`src/rtl/mceb_pkg.sv`:
```
package mceb_pkg;

    // Bits available in one bitmap row; pixel 0 sits in the top bit.
    localparam int ROW_BITS = 32;

    // Default lane count for the top level.
    localparam int MAX_ROW_PIXELS_DEF = 32;

    // Rows a blit may span; taller blits are saturated to this.
    localparam int MAX_ROWS = 64;

    localparam int COORD_W  = 13;
    localparam int ROW_W    = 6;
    localparam int BW_W     = 6;
    localparam int BH_W     = 7;
    localparam int STRIDE_W = 16;
    localparam int BPP_W    = 3;
    localparam int WORD_W   = 32;

    // Configuration register indexes.
    typedef enum logic [2:0] {
        REG_LINE_STRIDE  = 3'd0,
        REG_BYTES_PER_PX = 3'd1,
        REG_CLIP_RIGHT   = 3'd2,
        REG_CLIP_BOTTOM  = 3'd3,
        REG_BASE_OFFSET  = 3'd4,
        REG_WRITE_ENABLE = 3'd5
    } cfg_reg_t;

    localparam logic [STRIDE_W-1:0] LINE_STRIDE_RST = '0;
    localparam logic [BPP_W-1:0]    BPP_RST         = 3'd4;
    localparam logic [COORD_W-1:0]  CLIP_RST        = 13'd8191;
    localparam logic [WORD_W-1:0]   BASE_OFFSET_RST = '0;

    // Clip and draw-control settings seen by the row setup logic.
    typedef struct packed {
        logic [COORD_W-1:0] clip_right;
        logic [COORD_W-1:0] clip_bottom;
        logic [BPP_W-1:0]   bytes_per_pixel;
        logic               write_enable;
    } mceb_clip_cfg_t;

endpackage

```
`src/rtl/mceb_row_clip.sv`:
```
module mceb_row_clip
    import mceb_pkg::*;
#(
    parameter int LANES = ROW_BITS
)
(
    input  logic [COORD_W-1:0]  origin_x,
    input  logic [COORD_W-1:0]  origin_y,
    input  logic [ROW_W-1:0]    row_index,
    input  logic [BW_W-1:0]     blit_width,
    input  logic [BH_W-1:0]     blit_height,
    input  logic [ROW_BITS-1:0] pattern_row,
    input  logic [ROW_BITS-1:0] mask_row,
    input  logic                use_mask,
    input  mceb_clip_cfg_t      cfg,
    output logic [LANES-1:0]    lane_mask,
    output logic [LANES-1:0]    pattern_lanes
);

    localparam logic [BW_W:0] LANES_W = (BW_W+1)'(LANES);
    localparam logic [8:0]    ROWS_W  = 9'(MAX_ROWS);

    logic [BW_W:0]      w_sat;
    logic [8:0]         h_sat;
    logic [COORD_W:0]   x_end;
    logic [COORD_W:0]   y_end;
    logic [COORD_W:0]   w_eff;
    logic [COORD_W:0]   h_eff;
    logic               x_over;
    logic               y_over;
    logic               x_kill;
    logic               y_kill;
    logic               row_kill;
    logic               bpp_ok;
    logic               live;

    // Saturate the size to the lanes and the row limit.
    assign w_sat = ({1'b0, blit_width} > LANES_W) ? LANES_W : {1'b0, blit_width};
    assign h_sat = ({2'b0, blit_height} > ROWS_W) ? ROWS_W : {2'b0, blit_height};

    assign x_end  = {1'b0, origin_x} + (COORD_W+1)'(w_sat);
    assign y_end  = {1'b0, origin_y} + (COORD_W+1)'(h_sat);
    assign x_over = x_end > {1'b0, cfg.clip_right};
    assign y_over = y_end > {1'b0, cfg.clip_bottom};
    assign x_kill = x_over && (origin_x >= cfg.clip_right);
    assign y_kill = y_over && (origin_y >= cfg.clip_bottom);

    // Cut the size at the draw area edge.
    assign w_eff = x_over ? {1'b0, cfg.clip_right - origin_x} : (COORD_W+1)'(w_sat);
    assign h_eff = y_over ? {1'b0, cfg.clip_bottom - origin_y} : (COORD_W+1)'(h_sat);

    assign row_kill = (COORD_W+1)'(row_index) >= h_eff;
    assign bpp_ok   = cfg.bytes_per_pixel inside {[3'd1:3'd4]};
    assign live     = cfg.write_enable && bpp_ok && !x_kill && !y_kill && !row_kill;

    // Reverse into lane order: lane c is pixel c.
    always_comb
    begin
        for (int c = 0; c < LANES; c++)
        begin
            lane_mask[c] = live && ((COORD_W+1)'(c) < w_eff)
                           && (!use_mask || mask_row[ROW_BITS-1-c]);
            pattern_lanes[c] = pattern_row[ROW_BITS-1-c];
        end
    end

endmodule

```
`src/rtl/mono_color_expand_blit.sv`:
```
// Monochrome color-expansion blit. Each input item is one row of a 1-bit
// glyph or cursor bitmap (pixel 0 in bit 31) together with the blit origin,
// size, row number and the already resolved foreground and background
// values. The row is clipped to the draw area's right and bottom edges and
// expanded into one output item per visible pixel whose mask bit is set
// (every visible pixel when use_mask is low), from left to right, with last
// high on the final write of the row. Each output item carries a framebuffer
// byte offset, the pixel value trimmed to byte_count bytes, and byte_count
// itself (3 means bytes 23:16, 15:8, 7:0 at successive addresses). Rate:
// one write per cycle, set by the single output register, while out_ready
// does not stall it. The next row is taken in the same cycle the final write
// of the current row moves into the output register, so back-to-back rows
// stream without a gap. An accepted row is held in the row register, from
// which its first write moves into the output register. Configuration is
// written through cfg_wen/cfg_index/cfg_data and must only change while no
// row is in flight; writes to unknown indexes are ignored.
module mono_color_expand_blit
    import mceb_pkg::*;
#(
    parameter int MAX_ROW_PIXELS = MAX_ROW_PIXELS_DEF
)
(
    input  logic                 clk,
    input  logic                 rst_n,

    // Configuration write port
    input  logic                 cfg_wen,
    input  logic [2:0]           cfg_index,
    input  logic [WORD_W-1:0]    cfg_data,

    // Row input
    input  logic                 in_valid,
    output logic                 in_ready,
    input  logic [COORD_W-1:0]   origin_x,
    input  logic [COORD_W-1:0]   origin_y,
    input  logic [ROW_W-1:0]     row_index,
    input  logic [BW_W-1:0]      blit_width,
    input  logic [BH_W-1:0]      blit_height,
    input  logic [ROW_BITS-1:0]  pattern_row,
    input  logic [ROW_BITS-1:0]  mask_row,
    input  logic                 use_mask,
    input  logic [WORD_W-1:0]    fg_pixel,
    input  logic [WORD_W-1:0]    bg_pixel,

    // Pixel write output
    output logic                 out_valid,
    input  logic                 out_ready,
    output logic [WORD_W-1:0]    byte_offset,
    output logic [WORD_W-1:0]    pixel_data,
    output logic [BPP_W-1:0]     byte_count,
    output logic                 last
);

    // Lanes: the row is never wider than the bits an item carries.
    localparam int LANES  = (MAX_ROW_PIXELS < ROW_BITS) ? MAX_ROW_PIXELS : ROW_BITS;
    localparam int LIDX_W = $clog2(LANES);
    localparam int XS_W   = COORD_W + 3;

    // Keep the low n bytes of a pixel value for n of one to three, clear the rest; any other n keeps all four.
    function automatic logic [WORD_W-1:0] keep_bytes(input logic [WORD_W-1:0] v,
                                                     input logic [BPP_W-1:0]  n);
        logic [WORD_W-1:0] r;
        begin
            case (n)
                3'd1:    r = {24'b0, v[7:0]};
                3'd2:    r = {16'b0, v[15:0]};
                3'd3:    r = {8'b0, v[23:0]};
                default: r = v;
            endcase
            return r;
        end
    endfunction

    // ------------------------------------------------------------------
    // Configuration registers
    // ------------------------------------------------------------------
    logic [STRIDE_W-1:0] line_stride_reg;
    logic [BPP_W-1:0]    bpp_reg;
    logic [COORD_W-1:0]  clip_right_reg;
    logic [COORD_W-1:0]  clip_bottom_reg;
    logic [WORD_W-1:0]   base_offset_reg;
    logic                write_enable_reg;

    always_ff @(posedge clk or negedge rst_n)
    begin
        if (!rst_n)
        begin
            line_stride_reg  <= LINE_STRIDE_RST;
            bpp_reg          <= BPP_RST;
            clip_right_reg   <= CLIP_RST;
            clip_bottom_reg  <= CLIP_RST;
            base_offset_reg  <= BASE_OFFSET_RST;
            write_enable_reg <= 1'b1;
        end
        else if (cfg_wen)
        begin
            case (cfg_index)
                REG_LINE_STRIDE:  line_stride_reg  <= cfg_data[STRIDE_W-1:0];
                REG_BYTES_PER_PX: bpp_reg          <= cfg_data[BPP_W-1:0];
                REG_CLIP_RIGHT:   clip_right_reg   <= cfg_data[COORD_W-1:0];
                REG_CLIP_BOTTOM:  clip_bottom_reg  <= cfg_data[COORD_W-1:0];
                REG_BASE_OFFSET:  base_offset_reg  <= cfg_data;
                REG_WRITE_ENABLE: write_enable_reg <= cfg_data[0];
                default:          ;
            endcase
        end
    end

    // ------------------------------------------------------------------
    // Row setup: clip and build the per-lane write mask at acceptance
    // ------------------------------------------------------------------
    mceb_clip_cfg_t   clip_cfg;
    logic [LANES-1:0] lane_mask;
    logic [LANES-1:0] pattern_lanes;

    assign clip_cfg.clip_right      = clip_right_reg;
    assign clip_cfg.clip_bottom     = clip_bottom_reg;
    assign clip_cfg.bytes_per_pixel = bpp_reg;
    assign clip_cfg.write_enable    = write_enable_reg;

    mceb_row_clip #(
        .LANES (LANES)
    ) u_row_clip (
        .origin_x      (origin_x),
        .origin_y      (origin_y),
        .row_index     (row_index),
        .blit_width    (blit_width),
        .blit_height   (blit_height),
        .pattern_row   (pattern_row),
        .mask_row      (mask_row),
        .use_mask      (use_mask),
        .cfg           (clip_cfg),
        .lane_mask     (lane_mask),
        .pattern_lanes (pattern_lanes)
    );

    // Start of this row in the framebuffer: (oy + row) * stride + base.
    logic [COORD_W:0]  line_y;
    logic [WORD_W-1:0] line_prod;
    logic [WORD_W-1:0] line_next;

    assign line_y    = {1'b0, origin_y} + (COORD_W+1)'(row_index);
    assign line_prod = WORD_W'(line_y) * WORD_W'(line_stride_reg);
    assign line_next = line_prod + base_offset_reg;

    // ------------------------------------------------------------------
    // Row register: pending pixels of the row being expanded
    // ------------------------------------------------------------------
    logic [LANES-1:0]   pend_reg;
    logic [LANES-1:0]   pend_next;
    logic [LANES-1:0]   pat_reg;
    logic [COORD_W-1:0] ox_reg;
    logic [WORD_W-1:0]  line_reg;
    logic [WORD_W-1:0]  fg_reg;
    logic [WORD_W-1:0]  bg_reg;

    logic [LANES-1:0]   pick;
    logic [LANES-1:0]   rest;
    logic [LIDX_W-1:0]  pick_idx;
    logic               busy;
    logic               emit;
    logic               row_done;
    logic               in_fire;
    logic               out_valid_reg;

    // Leftmost pending pixel is the lowest set lane.
    assign pick     = pend_reg & (~pend_reg + 1'b1);
    assign rest     = pend_reg & ~pick;
    assign busy     = |pend_reg;
    assign row_done = ~|rest;
    assign emit     = busy && (!out_valid_reg || out_ready);
    assign in_ready = !busy || (emit && row_done);
    assign in_fire  = in_valid && in_ready;

    always_comb
    begin
        pick_idx = '0;
        for (int c = 0; c < LANES; c++)
        begin
            if (pick[c])
            begin
                pick_idx = pick_idx | LIDX_W'(c);
            end
        end
    end

    always_comb
    begin
        pend_next = pend_reg;
        if (in_fire)
        begin
            pend_next = lane_mask;
        end
        else if (emit)
        begin
            pend_next = rest;
        end
    end

    always_ff @(posedge clk or negedge rst_n)
    begin
        if (!rst_n)
        begin
            pend_reg <= '0;
        end
        else
        begin
            pend_reg <= pend_next;
        end
    end

    // Row payload: hold until the next row is taken.
    always_ff @(posedge clk)
    begin
        if (in_fire)
        begin
            pat_reg  <= pattern_lanes;
            ox_reg   <= origin_x;
            line_reg <= line_next;
            fg_reg   <= keep_bytes(fg_pixel, bpp_reg);
            bg_reg   <= keep_bytes(bg_pixel, bpp_reg);
        end
    end

    // ------------------------------------------------------------------
    // Output register: while out_ready does not stall it, one pixel write per cycle
    // ------------------------------------------------------------------
    logic [COORD_W:0]   col_x;
    logic [XS_W-1:0]    col_bytes;
    logic [WORD_W-1:0]  offset_next;
    logic [WORD_W-1:0]  data_next;

    logic [WORD_W-1:0]  offset_reg;
    logic [WORD_W-1:0]  data_reg;
    logic [BPP_W-1:0]   count_reg;
    logic               last_reg;

    assign col_x = {1'b0, ox_reg} + (COORD_W+1)'(pick_idx);

    // Column times pixel size by shift and add for sizes one to four; any other size gives zero.
    always_comb
    begin
        case (bpp_reg)
            3'd1:    col_bytes = XS_W'(col_x);
            3'd2:    col_bytes = XS_W'({col_x, 1'b0});
            3'd3:    col_bytes = XS_W'({col_x, 1'b0}) + XS_W'(col_x);
            3'd4:    col_bytes = XS_W'({col_x, 2'b00});
            default: col_bytes = '0;
        endcase
    end

    assign offset_next = line_reg + WORD_W'(col_bytes);
    assign data_next   = pat_reg[pick_idx] ? fg_reg : bg_reg;

    always_ff @(posedge clk or negedge rst_n)
    begin
        if (!rst_n)
        begin
            out_valid_reg <= 1'b0;
        end
        else if (emit)
        begin
            out_valid_reg <= 1'b1;
        end
        else if (out_ready)
        begin
            out_valid_reg <= 1'b0;
        end
    end

    // Advance the output payload only when a new write moves in.
    always_ff @(posedge clk)
    begin
        if (emit)
        begin
            offset_reg <= offset_next;
            data_reg   <= data_next;
            count_reg  <= bpp_reg;
            last_reg   <= row_done;
        end
    end

    assign out_valid   = out_valid_reg;
    assign byte_offset = offset_reg;
    assign pixel_data  = data_reg;
    assign byte_count  = count_reg;
    assign last        = last_reg;

endmodule
```
`config.mk`:
```
export PLATFORM = sky130hd
export DESIGN_NAME = mono_color_expand_blit
export DESIGN_NICKNAME = d
export VERILOG_FILES = /design/src/rtl/mceb_pkg.sv /design/src/rtl/mceb_row_clip.sv /design/src/rtl/mono_color_expand_blit.sv
export SDC_FILE = /design/constraint.sdc
export NUM_CORES = 1
export LEC_CHECK = 0
export BUFFER_PORTS_ARGS = -buffer_cell sky130_fd_sc_hd__buf_4
export CELL_PAD_IN_SITES_DETAIL_PLACEMENT = 0
export CELL_PAD_IN_SITES_GLOBAL_PLACEMENT = 2
export CORE_MARGIN = 4
export CORE_UTILIZATION = 43
export DETAILED_ROUTE_END_ITERATION = 7
export PLACE_DENSITY_LB_ADDON = 0.1
export SYNTH_ARGS = -nofsm -noshare
export SYNTH_HDL_FRONTEND = slang
export SYNTH_HIERARCHICAL = 1
export SYNTH_SLANG_ARGS = --single-unit
```
`constraint.sdc`:
```
create_clock -name clk -period 12.5 [get_ports clk]
set_input_delay 1.25 -clock clk [delete_from_list [all_inputs] [get_ports clk]]
set_output_delay 1.25 -clock clk [all_outputs]
set_load 0.05 [all_outputs]
```
Word-level counts from Yosys, hierarchy flattened --
Cells that the tools add are included.
Storage, ports and cells: flip-flop bits (word level) 320, bits of input ports 214, output and inout bits 70, logic and storage cells 276
Operators by class: add/subtract/negate cells 10, multipliers 1, magnitude comparators 42, equal/unequal tests 15, muxes and demuxes 61, bitwise operators 4, reduce and logical (&&, ||, !) cells 126
Operators with widths (count):
- 32-bit two-way mux | 8
- 5-bit by 14-bit less-than comparator with 1-bit output, first input constant | 16
- 32-bit case mux with 3 select lines | 2
- 4-bit by 14-bit less-than comparator with 1-bit output, first input constant | 8
- 5-bit two-way mux | 16
- 13-bit two-way mux | 6
- 1-bit logical AND | 74
- 32-bit bitwise AND | 2
- 32-bit inverter | 2
- 16-bit case mux with 4 select lines | 1
- 32-bit OR reduction | 2
- 3-bit by 14-bit less-than comparator with 1-bit output, first input constant | 4
- 1-bit logical OR | 34
- 30-bit by 32-bit adder with 32-bit output | 1
- 32-bit by 1-bit adder with 32-bit output, second input constant | 1
- 32-bit by 16-bit adder with 32-bit output | 1
- 16-bit two-way mux | 2
- 4-bit two-way mux | 8
- 14-bit by 16-bit multiplier with 30-bit output | 1
- 14-bit by 13-bit > comparator with 1-bit output | 2
- 1-bit by 14-bit less-than comparator with 1-bit output, first input constant | 2
- 2-bit by 14-bit less-than comparator with 1-bit output, first input constant | 2
- 13-bit >= comparator | 2
- 13-bit subtractor | 2
- other kinds (25) | 60

Depth between registers and ports, before layout --
word-level depth 38, mapped depth 33, gate-level depth less buffers 31

Hierarchy --
The synthesis kept the hierarchy.
By module, submodules not included:
- mono_color_expand_blit | times used 1, cells an instance 2036, area each 23100.9 µm²
- mceb_row_clip | times used 1, cells an instance 652, area each 4650.7 µm²

Least setup slack after synthesis --
No wires, ideal clock.
kind input to register, start point in origin_y[0], end point reg line_reg[31], data pin, library setup time 278 ps, arrival time 8805 ps, slack 3417 ps, stages on the path 31, path through ha_1 -> fa_1 -> a21o_1 -> a21oi_1 -> o21bai_1 -> a21oi_1 -> nand2b_1 -> nor2_1 -> xnor2_1 -> clkbuf_1 -> nand2_1 -> fa_1 -> fa_1 -> inv_1 -> fa_1 -> inv_1 -> fa_1 -> inv_1 -> fa_1 -> fa_1 -> ha_1 -> or4_1 -> a2111oi_0 -> nand3_1 -> nand3_1 -> nand3_1 -> o211ai_1 -> a31o_2 -> o21a_1 -> mux2i_1 -> o311ai_0
Between the ends: longest elaborated chain between the ends 3
RTL lines:
- start, declared | line mono_color_expand_blit.sv:35 | input logic [COORD_W-1:0] origin_y,
- 13-bit by 6-bit adder with 14-bit output | line mono_color_expand_blit.sv:142 | assign line_y = {1'b0, origin_y} + (COORD_W+1)'(row_index);
- 14-bit by 16-bit multiplier with 30-bit output | line mono_color_expand_blit.sv:143 | assign line_prod = WORD_W'(line_y) * WORD_W'(line_stride_reg);
- 30-bit by 32-bit adder with 32-bit output | line mono_color_expand_blit.sv:144 | assign line_next = line_prod + base_offset_reg;
- via line_next[31] | line mono_color_expand_blit.sv:140 | logic [WORD_W-1:0] line_next;
- end signal, assigned | line mono_color_expand_blit.sv:219 | line_reg <= line_next;
- end, declared | line mono_color_expand_blit.sv:153 | logic [WORD_W-1:0] line_reg;
The timed path passes the listed nets, and every way through them passes these cells. A chain may end at the register's enable or synchronous reset.

Final worst setup path --
Ends and elaborated chain as after synthesis.

==> flow_summary_export.csv <==
group,metric,value,unit
outcome,status,"complete, no violations",
global_routing,grt_max_degree,69,
placed_design,port-buffer-count,283,
global_routing,grt_pass1_wl,124500,µm
global_routing,gr-total-overflow,0,
detailed_routing,via_per_inst,5.410,
placed_design,pre_cts_ws,1.849,ns
global_routing,antenna_found_initial,1,
yosys,synth.largest_area_cell,"edfxtp_1",
clock_network,clockRootBuffer,"clkbuf_16",
clock_network,cts_setup_buffers,0,
yosys,synth_cells,2688,
yosys,synthArstFlopShare,0.3469,
timing,finalHoldWorstSlack,0.5193,ns
yosys,synth_top_area_frac,0.2261,
setup_path,crit_top_cell,"fa_1",
timing,max_freq,0.1000,GHz
yosys,yosysSeqAreaShare,0.3275,
setup_path,path_class,"input port to flip-flop",
timing,fin_ws,2.500,ns
yosys,ys_warn_count,6,
setup_path,slowest_stage,"xnor2_1",
layout,nets,3537,
global_routing,grt_util_all_layers,0.2337,
detailed_routing,ant_nets,0,
yosys,yosys-top-cells-count,"inv_1 (336), nand2_1 (267), edfxtp_1 (209), ha_1 (206), fa_1 (203)",
timing,hold_viol_final,0,
run,cap_violations,0,
floorplanning,start_util,0.4375,
clock_network,cts_buffers,39,
floorplanning,fp.dieH,262.0,µm
yosys,synth_fp_nets,3311,
timing,fin_skew,0.02589,ns
detailed_routing,vias,20514,
worst_hold_path,hold_path_class,"flip-flop to flip-flop",
setup_path,critical_path.max_stage_delay,0.93,ns
detailed_routing,drc,0,
setup_path,cp_max_fo,16,
clock_network,cts_resized,0,
clock_network,cts_buffer_depth,3,
placed_design,routabilityCongestion,0.8591,
timing,rsz0062_at_grt,"no",
setup_path,worstSetupStartpointType,"input port",
yosys,yosysMostFrequentCell,"inv_1",
yosys,synth_area_leaders,"edfxtp_1 (23%), fa_1 (15%), ha_1 (9.3%)",
detailed_routing,drt_iter0_drc,1234,
clock_network,tritoncts,"built",
timing,period_share,0.8000,
clock_network,clk_latency,0.58,ns
timing,worstMarginPinSlew,1.213,ns
setup_path,required,12.81,ns
detailed_routing,dr.pass1.iters,7,
clock_network,clock_sink_count,320,
floorplanning,die-area,68670,µm²
clock_network,htreeDepth,2,
yosys,synthDistinctLibCells,104,
yosys,avgSynthCellArea,10.32,µm²
yosys,ys.flop_type,"edfxtp_1",
detailed_routing,wl,80460,µm
detailed_routing,wire_per_inst,21.22,µm
clock_network,clk_pin_slew,0.06,ns
timing,setup_viol,0,
global_routing,grt_pass1_vias,21134,
timing,fin_setup_tns,0,ns
floorplanning,io_pins,284,
setup_path,end_kind,"flip-flop",
layout,drive_gt1_frac,0.1949,
timing,finalCriticalPeriod,10.00,ns
yosys,ys_seq_elements,320,
layout,areaGrowthSynthToFinish,14.41,%
floorplanning,row_count,92,
floorplanning,core,63430,µm²
placed_design,dpl.hpwl,63460,µm
clock_network,ctsHoldBuffers,0,
floorplanning,dieWidth,262.0,µm
timing,relSlewSlack,0.1852,
yosys,netlist_area,27750,µm²
timing,drv_slew,0,
setup_path,cp.arrival,10.31,ns
yosys,synth_edf_count,209,
setup_path,reg2reg_setup_slack,4.60,ns
==> worst paths after layout <==
check	to	from	cells after the start
worst max-delay path	line_reg[31]	origin_y[0]	31
max in group asynchronous	base_offset_reg[18]	rst_n	2
min in group asynchronous	bpp_reg[0]	rst_n	1
worst min register to register	base_offset_reg[0]	base_offset_reg[0]	1
worst min-delay path	base_offset_reg[0]	base_offset_reg[0]	1
worst max register to register	byte_offset[19]	pend_reg[0]	24
==> stage by stage <==
step,cells,utilization,area (µm²)
after floorplan,2688,-,27750
after global placement,3719,0.4801,30450
after detailed placement,3719,0.4801,30450
after CTS,3791,0.5006,31750
after global routing,3792,0.5006,31750
final,3792,0.5006,31750
==> routing by layer <==
| metal | vias to the layer above | routed length [µm] | global-route usage |
|---|---|---|---|
| met5 | - | 0 | 0 |
| met3 | 104 | 3385 | 0.02862 |
| met2 | 434 | 40950 | 0.4167 |
| li1 | 9680 | - | - |
| met1 | 10296 | 34230 | 0.3037 |
| met4 | 0 | 1897 | 0.05694 |
==> placed cells by master, fill, tap and decap left out, drive strengths merged, types with 10 or more instances in the layout <==
cell type	n
nand2	268
dfrtp	83
nand4	23
xor2	26
mux2i	17
nand2b	26
inv	339
a211oi	16
edfxtp	209
a22o	17
mux2	102
clkinv	14
a31oi	18
nor2b	101
xnor2	90
a21oi	109
a221oi	13
nor2	128
o31ai	11
ha	206
nand3	54
fa	203
or3	21
o21a	21
a22oi	17
clkbuf	48
nor4	10
buf	304
and2	58
o211ai	14
a21o	31
o21ai	105
nor3	53
a21boi	15
dfstp	28
and3	23
==> final cells by class <==
type                       instances  area (µm²)
fill                            5872       31670
multi-input combinational       1912       16760
sequential                       320        9089
timing repair buffer             304        2282
inverter                         337        1265
tap                              846        1059
clock buffer                      48        1010
clock inverter                    24       289.0
antenna                            1       2.502
==> worst max-delay path, delay by kind of cell <==
| kind | cells | cell delay [ns] |
|---|---|---|
| AO/OA/AOI/OAI | 9 | 2.11 |
| adder cells (fa/ha/maj) | 9 | 4.03 |
| AND/OR/NAND/NOR | 7 | 1.52 |
| XOR/XNOR | 1 | 0.93 |
| buffers and inverters | 4 | 0.29 |
| multiplexers | 1 | 0.18 |
==> logic make-up after synthesis <==
kind of cell,synth area share
AOI/OAI and AO/OA,0.1169
DFF,0.3275
adders and majority gates,0.2397
muxes,0.05942
xor gates and xnor gates,0.03661
and+or+nand+nor,0.1485
buffers and inverters,0.07142
Power is left out: the tool's default activity adds up to more than one toggle a clock period on the data nets, which glitch-free logic cannot reach.
